## src/rtl/fdl_pkg.sv

```systemverilog
// Shared constants, types and register codes of the fractional delay line.
package fdl_pkg;

  localparam int SAMPLE_BITS = 24;
  localparam int MAX_DELAY   = 1023;
  localparam int ADDR_BITS   = 10;
  localparam int STORE_DEPTH = 1 << ADDR_BITS;
  localparam int FILL_BITS   = ADDR_BITS + 1;
  localparam int FRAC_BITS   = 8;
  localparam int DELAY_BITS  = ADDR_BITS + FRAC_BITS;
  localparam int WEIGHT_BITS = FRAC_BITS + 1;
  localparam int PROD_BITS   = SAMPLE_BITS + WEIGHT_BITS + 1;
  localparam int TERM_BITS   = PROD_BITS - FRAC_BITS;
  localparam int SUM_BITS    = TERM_BITS + 1;

  localparam int DELAY_LIMIT = (MAX_DELAY < STORE_DEPTH - 1) ? MAX_DELAY : STORE_DEPTH - 1;
  localparam logic [DELAY_BITS-1:0] DELAY_CAP    = DELAY_BITS'(DELAY_LIMIT << FRAC_BITS);
  localparam logic [DELAY_BITS-1:0] BYPASS_LIMIT = DELAY_BITS'(2 << FRAC_BITS);
  localparam logic [WEIGHT_BITS-1:0] WEIGHT_ONE  = WEIGHT_BITS'(1 << FRAC_BITS);

  localparam int OUT_DEPTH    = 4;
  localparam int OUT_PTR_BITS = 2;
  localparam int OUT_CNT_BITS = OUT_PTR_BITS + 1;

  localparam int DATA_BITS = 32;
  localparam int PADDR_BITS = 2;
  localparam logic [PADDR_BITS-1:0] ADDR_DELAY = PADDR_BITS'(0);

  typedef logic signed [SAMPLE_BITS-1:0] sample_t;

  // Controls the shared multiplier of the interpolator.
  typedef struct packed {
    logic mul_b;   // multiply the older sample by the fraction
    logic mul_a;   // multiply the newer sample by one minus the fraction
    logic keep;    // the memory word was written since reset
    logic bypass;  // item skips interpolation
  } interp_ctrl_t;

endpackage

```

## src/rtl/fdl_interp.sv

```systemverilog
// Linear interpolator: one shared multiplier, product registers and a saturating sum.
module fdl_interp (
  input  logic                            clk,
  input  fdl_pkg::interp_ctrl_t           ctrl,
  input  fdl_pkg::sample_t                rd_sample,
  input  logic [fdl_pkg::FRAC_BITS-1:0]   frac,
  input  fdl_pkg::sample_t                bypass_sample,
  output fdl_pkg::sample_t                result
);
  import fdl_pkg::*;

  sample_t                       operand;
  logic [WEIGHT_BITS-1:0]        weight;
  logic signed [WEIGHT_BITS:0]   weight_s;
  logic signed [PROD_BITS-1:0]   product;
  logic signed [PROD_BITS-1:0]   prod;
  logic signed [PROD_BITS-1:0]   prod_b;
  logic signed [SUM_BITS-1:0]    sum;
  logic signed [SUM_BITS-1:0]    sat_hi;
  logic signed [SUM_BITS-1:0]    sat_lo;
  sample_t                       sat;

  // Words never written since reset read as zero.
  always_comb begin
    operand  = ctrl.keep ? rd_sample : '0;
    weight   = ctrl.mul_b ? {1'b0, frac} : WEIGHT_ONE - {1'b0, frac};
    weight_s = $signed({1'b0, weight});
    product  = PROD_BITS'(operand) * PROD_BITS'(weight_s);
  end

  always_ff @(posedge clk) begin
    if (ctrl.mul_b || ctrl.mul_a) begin
      prod <= product;
    end
    if (ctrl.mul_a) begin
      prod_b <= prod;
    end
  end

  // Each product is floored on its own, then the two are added and clamped.
  always_comb begin
    sat_hi = SUM_BITS'({1'b0, {(SAMPLE_BITS-1){1'b1}}});
    sat_lo = -sat_hi - SUM_BITS'(1);
    sum    = SUM_BITS'($signed(prod[PROD_BITS-1:FRAC_BITS]))
           + SUM_BITS'($signed(prod_b[PROD_BITS-1:FRAC_BITS]));
    if (sum > sat_hi) begin
      sat = sat_hi[SAMPLE_BITS-1:0];
    end else if (sum < sat_lo) begin
      sat = sat_lo[SAMPLE_BITS-1:0];
    end else begin
      sat = sum[SAMPLE_BITS-1:0];
    end
    result = ctrl.bypass ? bypass_sample : sat;
  end

endmodule

```

## config.mk

```make
export PLATFORM = sky130hd
export DESIGN_NAME = fdl_interp
export DESIGN_NICKNAME = d
export VERILOG_FILES = /design/src/rtl/fdl_pkg.sv /design/src/rtl/fdl_interp.sv
export SDC_FILE = /design/constraint.sdc
export NUM_CORES = 1
export LEC_CHECK = 0
export ABC_AREA = 1
export CORE_ASPECT_RATIO = 2
export CORE_MARGIN = 3
export CORE_UTILIZATION = 40
export CTS_CLUSTER_DIAMETER = 30
export DETAILED_ROUTE_END_ITERATION = 6
export DONT_BUFFER_PORTS = 1
export MAX_ROUTING_LAYER = met4
export PLACE_DENSITY = 0.55
export SKIP_CTS_REPAIR_TIMING = 1
export SLEW_MARGIN = 20
export SYNTH_ARGS = -nofsm -noshare
export SYNTH_HDL_FRONTEND = slang
export SYNTH_SLANG_ARGS = --single-unit
export TNS_END_PERCENT = 30
```

## constraint.sdc

```tcl
create_clock -name clk -period 20.1 [get_ports clk]
set_input_delay 3.015 -clock clk [delete_from_list [all_inputs] [get_ports clk]]
set_output_delay 3.015 -clock clk [all_outputs]
set_load 0.005 [all_outputs]
```

==> out/qor.txt, run 1 <==
clock tree from TritonCTS -> built
clk sink count -> 52
hpwl dp -> 27.3 mm
largest net degree at the start of global routing -> 28
post-synthesis cell type count -> 47
Synth Area per Inst -> 7.75 um2
RSZ-0062 raised after global routing -> false
Die Height -> 247 um
row count -> 87
commonest non-fill, non-tap cell in the layout -> nand2_1
worst r2r src -> prod[30]
clock root cell -> clkbuf_16
CP required -> 20.21 ns
via total after detailed routing -> 9333
drt first-iter violations -> 323
worst min-delay path class -> flip-flop to flip-flop
status -> finished, final reports clean
DR WL/cell -> 16.7 um
highest clock rate -> 0.105 GHz
fillcell total -> 2965
Mapped Cells -> 1501
Pwr Density -> 119 nW/um2
fraction of registers with async set/reset -> 0
hold slack -> 0.458 ns
Pre-antenna DRT Iters -> 5
I/O Pins -> 85
CTS buffer count -> 5
Mapped Nets -> 1838
global-route wire length before repair -> 50.6 mm
reg2reg setup slack -> 19.39 ns
share of cells above drive strength 1 -> 0.0565
DIE AREA -> 31300 um2
Hold Crit Endpoint -> prod_b[22]
Synth area leader -> fa_1
Leakage Power -> 6.52 nW
hold path depth -> 0
Remaining Overflow, GRT -> 0
Clock transition at path regs -> 0.06 ns
Max VDD drop -> 0.0863 mV
core box area -> 28400 um2
most frequent cells in the layout -> nand2_1, inv_1, nor2_1, fa_1, ha_1
I/O Buffers -> 0
Max Buffers Root-to-Sink -> 2
Crit Path Class -> input port to flip-flop
number of flops mapped to enable cells by yosys -> 52
area added between synthesis and finish -> 4.03%
worst skew pair latency -> 0.29 ns
ANT nets after route -> 0
Final Power -> 1.45 mW
DRC viols -> 0
pre-CTS setup slack -> 10.27 ns
Cell Area, Synth -> 11600 um2
CTS H-tree depth -> 2
crit path capture type -> flip-flop
FF-to-FF End -> prod_b[30]
Slew HR -> 0.356
Seq cells post-synth -> 52
CP Max Fanout -> 19
Worst Max-Slew Pin Slew -> 0.965 ns
Fin. Hold Viols -> 0
setup violators final -> 0
Setup crit start kind -> input port
worst reg2reg path depth -> 0
worst setup margin -> 10.61 ns
Synth area leaders -> fa_1, edfxtp_1, nand2_1, ha_1, inv_1
Antenna diodes -> 0
Die X -> 127 um
number of global-route vias before repair -> 10300
crit-path cells -> clkinv_1 -> ha_1 -> nand3_1 -> nand3_1 -> nand2_1 -> clkinv_1 -> nor2_1 -> inv_1 -> fa_1 -> inv_1 -> fa_1 -> fa_1 -> fa_1 -> inv_1 -> fa_1 -> inv_1 -> ha_1 -> nand2_1 -> nor2_1 -> nand2_1 -> nor4_1 -> nand2_1 -> nand2_1 -> xor2_1
HP Start -> prod[22]
Via density -> 5.06
post-synth top area share -> 0.306
Nets -> 1824
Slew Limit Fails -> 0
initial core utilization -> 0.410
Post-synth top flop -> edfxtp_1
setup TNS -> 0 ns
initial antenna violation count -> 0
clk_skew -> 0.00260 ns
drt total wl -> 30.9 mm
Seq/Total Area, Yosys -> 0.134
GRT Resource Usage Total -> 0.209
slowest cell on the critical path -> clkinv_1
Yosys warnings -> 0
Max Cap Viol -> 0
Tcrit/Tclk final -> 0.472
placer's final routability congestion estimate -> 0.918
min cycle time layout -> 9.49 ns
Max stage delay on crit path -> 0.65 ns
crit path DAT -> 9.61 ns
-- stage by stage --
| stage | util | instance area (um2) | cells |
|---|---|---|---|
| global placement | 0.420 | 11900 | 1836 |
| CTS | 0.426 | 12100 | 1844 |
| floorplan | - | 11600 | 1501 |
| detailed placement | 0.420 | 11900 | 1836 |
| finish | 0.426 | 12100 | 1844 |
| global route | 0.426 | 12100 | 1844 |
-- synth_stat cells (3+ instances only) --
cell type	instances
a21boi_0	3
a21o_1	5
a21oi_1	63
a21oi_2	21
buf_2	6
clkbuf_1	12
clkinv_1	3
edfxtp_1	52
fa_1	178
ha_1	98
inv_1	321
inv_2	3
nand2_1	332
nand2_2	33
nand3_1	38
nand4_1	8
nor2_1	199
nor2_2	6
nor3_1	9
nor4_1	3
o21ai_0	24
o21bai_1	4
xnor2_1	14
xor2_1	35
-- registers in the layout, indices dropped and copies added (netlist names) --
name    count
prod       26
prod_b     26
-- logic make-up after synthesis --
group | count (synthesis) | share of synthesized area
flip-flops | 52 | 0.134
AO/OA/AOI/OAI | 137 | 0.0729
XOR/XNOR | 49 | 0.0369
buffers and inverters | 351 | 0.119
adder cells (fa/ha/maj) | 276 | 0.412
AND/OR/NAND/NOR | 636 | 0.225
-- power breakdown --
part | leakage [nW] | switching [mW] | internal [mW] | total (mW)
sequential | 0.521 | 0.0212 | 0.193 | 0.214
combinational | 5.92 | 0.738 | 0.399 | 1.14
clock | 0.0808 | 0.0356 | 0.0585 | 0.0942
total | 6.52 | 0.795 | 0.650 | 1.45
-- how the worst max path moves through the flow --
stage,from,to,slack (ns),cells after the start
finish,frac[0],prod[33],10.61,24
global route,frac[0],prod[33],10.21,24
CTS,frac[0],prod[33],10.56,24
detailed placement,frac[0],prod[33],10.27,24
global placement,frac[0],prod[33],10.38,24
floorplan,frac[0],prod[33],11.24,29
-- layer usage --
| metal | up-vias | wire, um | track usage |
|---|---|---|---|
| met5 | - | 0 | - |
| met4 | 0 | 1780 | 0.106 |
| met3 | 111 | 1010 | 0.00951 |
| met2 | 273 | 17500 | 0.411 |
| met1 | 4424 | 10600 | 0.203 |
| li1 | 4525 | - | - |
-- critical path, delay by kind of cell --
kind	cells	cell delay (ns)
buf+inv	6	1.11
simple gates	10	2.01
xor+xnor	1	0.21
fa+ha+maj	7	3.23
-- layout make-up --
type                       count  area, um2  area share
multi-input combinational   1098       8690       0.717
sequential                    52       1560       0.129
inverter                     327       1230       0.101
tap                          356        445      0.0368
clock buffer                   6        129      0.0106
clock inverter                 2       35.0     0.00289
timing repair buffer           3       22.5     0.00186
(Power assumes the default switching activity.)
==> inputs of run 2 (changes only) <==
Settings changed: PLACE_DENSITY 0.55 to 0.57.
Clock period 20.1 ns to 8.7 ns, I/O delays scaled along.
==> run 2 against run 1 <==
Against the previous run:
- non-clock buffer count rose by 1
- first-iteration DRC count rose by 1.5%
- sequential share of layout area hardly changed
- utilization hardly changed
- combinational power is 130% higher
- sequential power grew 130%
- critical path type unchanged
- largest cell class unchanged
==> out/qor.txt, run 2 (synthesis gave the netlist of run 1 again) <==
initial antenna violation count -> 0 (unchanged)
top flop regs -> prod: 26 flops, prod_b: 26 flops (unchanged)
clk sink count -> 52 (unchanged)
ANT nets after route -> 0 (unchanged)
slowest cell on the critical path -> clkinv_1 (unchanged)
DIE AREA -> 31300 um2 (unchanged)
commonest non-fill, non-tap cell in the layout -> nand2_1 (unchanged)
core box area -> 28400 um2 (unchanged)
I/O Buffers -> 0 (unchanged)
most frequent cells in the layout -> nand2_1, inv_1, nor2_1, fa_1, ha_1 (unchanged)
Max VDD drop -> 0.215 mV (was 0.0863 mV)
crit path DAT -> 7.87 ns (was 9.61 ns)
CTS buffer count -> 5 (unchanged)
Leakage Power -> 6.52 nW (about the same)
Pwr Density -> 271 nW/um2 (was 119 nW/um2)
setup violators final -> 0 (unchanged)
DR WL/cell -> 16.4 um (was 16.7 um)
Max Cap Viol -> 0 (unchanged)
area added between synthesis and finish -> 3.92% (was 4.03%)
Setup crit start kind -> input port (unchanged)
CP required -> 8.73 ns (was 20.21 ns)
CTS H-tree depth -> 2 (unchanged)
worst skew pair latency -> 0.28 ns (was 0.29 ns)
worst min-delay path class -> flip-flop to flip-flop (unchanged)
initial core utilization -> 0.410 (unchanged)
CP Max Fanout -> 18 (was 19)
share of cells above drive strength 1 -> 0.0578 (was 0.0565)
Pre-antenna DRT Iters -> 5 (unchanged)
clock root cell -> clkbuf_16 (unchanged)
Slew Limit Fails -> 0 (unchanged)
global-route wire length before repair -> 49.4 mm (was 50.6 mm)
RSZ-0062 raised after global routing -> false (unchanged)
Worst Max-Slew Pin Slew -> 0.940 ns (was 0.965 ns)
Die Height -> 247 um (unchanged)
DP Cell Count -> 1837 (was 1836)
setup TNS -> 0 ns (unchanged)
Tcrit/Tclk final -> 0.901
status -> finished, final reports clean (unchanged)
placer's final routability congestion estimate -> 0.966 (was 0.918)
hpwl dp -> 26.8 mm (was 27.3 mm)
drt total wl -> 30.2 mm (was 30.9 mm)
Post-Layout Cell Count -> 1845 (was 1844)
Antenna diodes -> 0 (unchanged)
Max Buffers Root-to-Sink -> 2 (unchanged)
GRT Resource Usage Total -> 0.204 (was 0.209)
number of global-route vias before repair -> 10100 (was 10300)
Nets -> 1825 (was 1824)
largest net degree at the start of global routing -> 28 (unchanged)
via total after detailed routing -> 9263 (was 9333)
min cycle time layout -> 7.84 ns
Fin. Hold Viols -> 0 (unchanged)
Final Power -> 3.28 mW (was 1.45 mW)
I/O Pins -> 85 (unchanged)
DRC viols -> 0 (unchanged)
highest clock rate -> 0.128 GHz
clock tree from TritonCTS -> built (unchanged)
drt first-iter violations -> 328 (was 323)
Via density -> 5.02 (was 5.06)
clk_skew -> 0.00253 ns (was 0.00260 ns)
Remaining Overflow, GRT -> 0 (unchanged)
Die X -> 127 um (unchanged)
Clock transition at path regs -> 0.06 ns (about the same)
row count -> 87 (unchanged)
crit path capture type -> flip-flop (unchanged)
Max stage delay on crit path -> 0.66 ns (was 0.65 ns)
Slew HR -> 0.372 (was 0.356)
Crit Path Class -> input port to flip-flop (unchanged)
==> run 2: layout make-up <==
type	instances	area (um2)
clock inverter	3	18.8
inverter	327	1230
sequential	52	1560
fill	2951	16300
timing repair buffer	4	30.0
multi-input combinational	1098	8690
clock buffer	5	125
tap	356	445
==> run 2: metrics by stage <==
stage / utilization / worst slack [ns] / hold WS, ns / area, um2
CTS: 0.426 / 0.814 / 0.467 / 12100
global placement: 0.421 / 0.552 / 0.449 / 12000
global route: 0.426 / 0.372 / 0.472 / 12100
finish: 0.426 / 0.861 / 0.462 / 12100
floorplan: - / 1.55 / 0.433 / 11600
detailed placement: 0.421 / 0.513 / 0.448 / 12000
==> run 2: path summary, 6_finish.rpt <==
| path | slack, ns | depth (start not counted) | startpoint | to |
|---|---|---|---|---|
| min reg2reg | 0.46 | 0 | prod[16] | prod_b[16] |
| min | 0.46 | 0 | prod[16] | prod_b[16] |
| max reg2reg | 7.97 | 0 | prod[31] | prod_b[31] |
| max | 0.86 | 26 | frac[0] | prod[33] |
==> run 2: power breakdown <==
group | total (mW) | internal [mW] | switching, mW | leakage (nW)
logic | 2.60 | 0.916 | 1.68 | 5.92
registers | 0.494 | 0.446 | 0.0483 | 0.521
clock network | 0.184 | 0.106 | 0.0787 | 0.0736
total | 3.28 | 1.47 | 1.81 | 6.52
==> run 2: worst max-delay path: cells and delay by family <==
family / cells / cell delay, ns
adder cells (fa/ha/maj): 7 / 3.29
AND/OR/NAND/NOR: 11 / 2.01
buffers and inverters: 7 / 1.18
XOR/XNOR: 1 / 0.07
==> run 2: per-layer routing <==
layer,track usage,up-vias,wire length [um],part of all wire
li1,-,4521,-,-
met5,-,-,0,0
met2,0.393,266,16800,0.56
met1,0.198,4378,10500,0.35
met3,0.00951,98,956,0.032
met4,0.117,0,1970,0.065
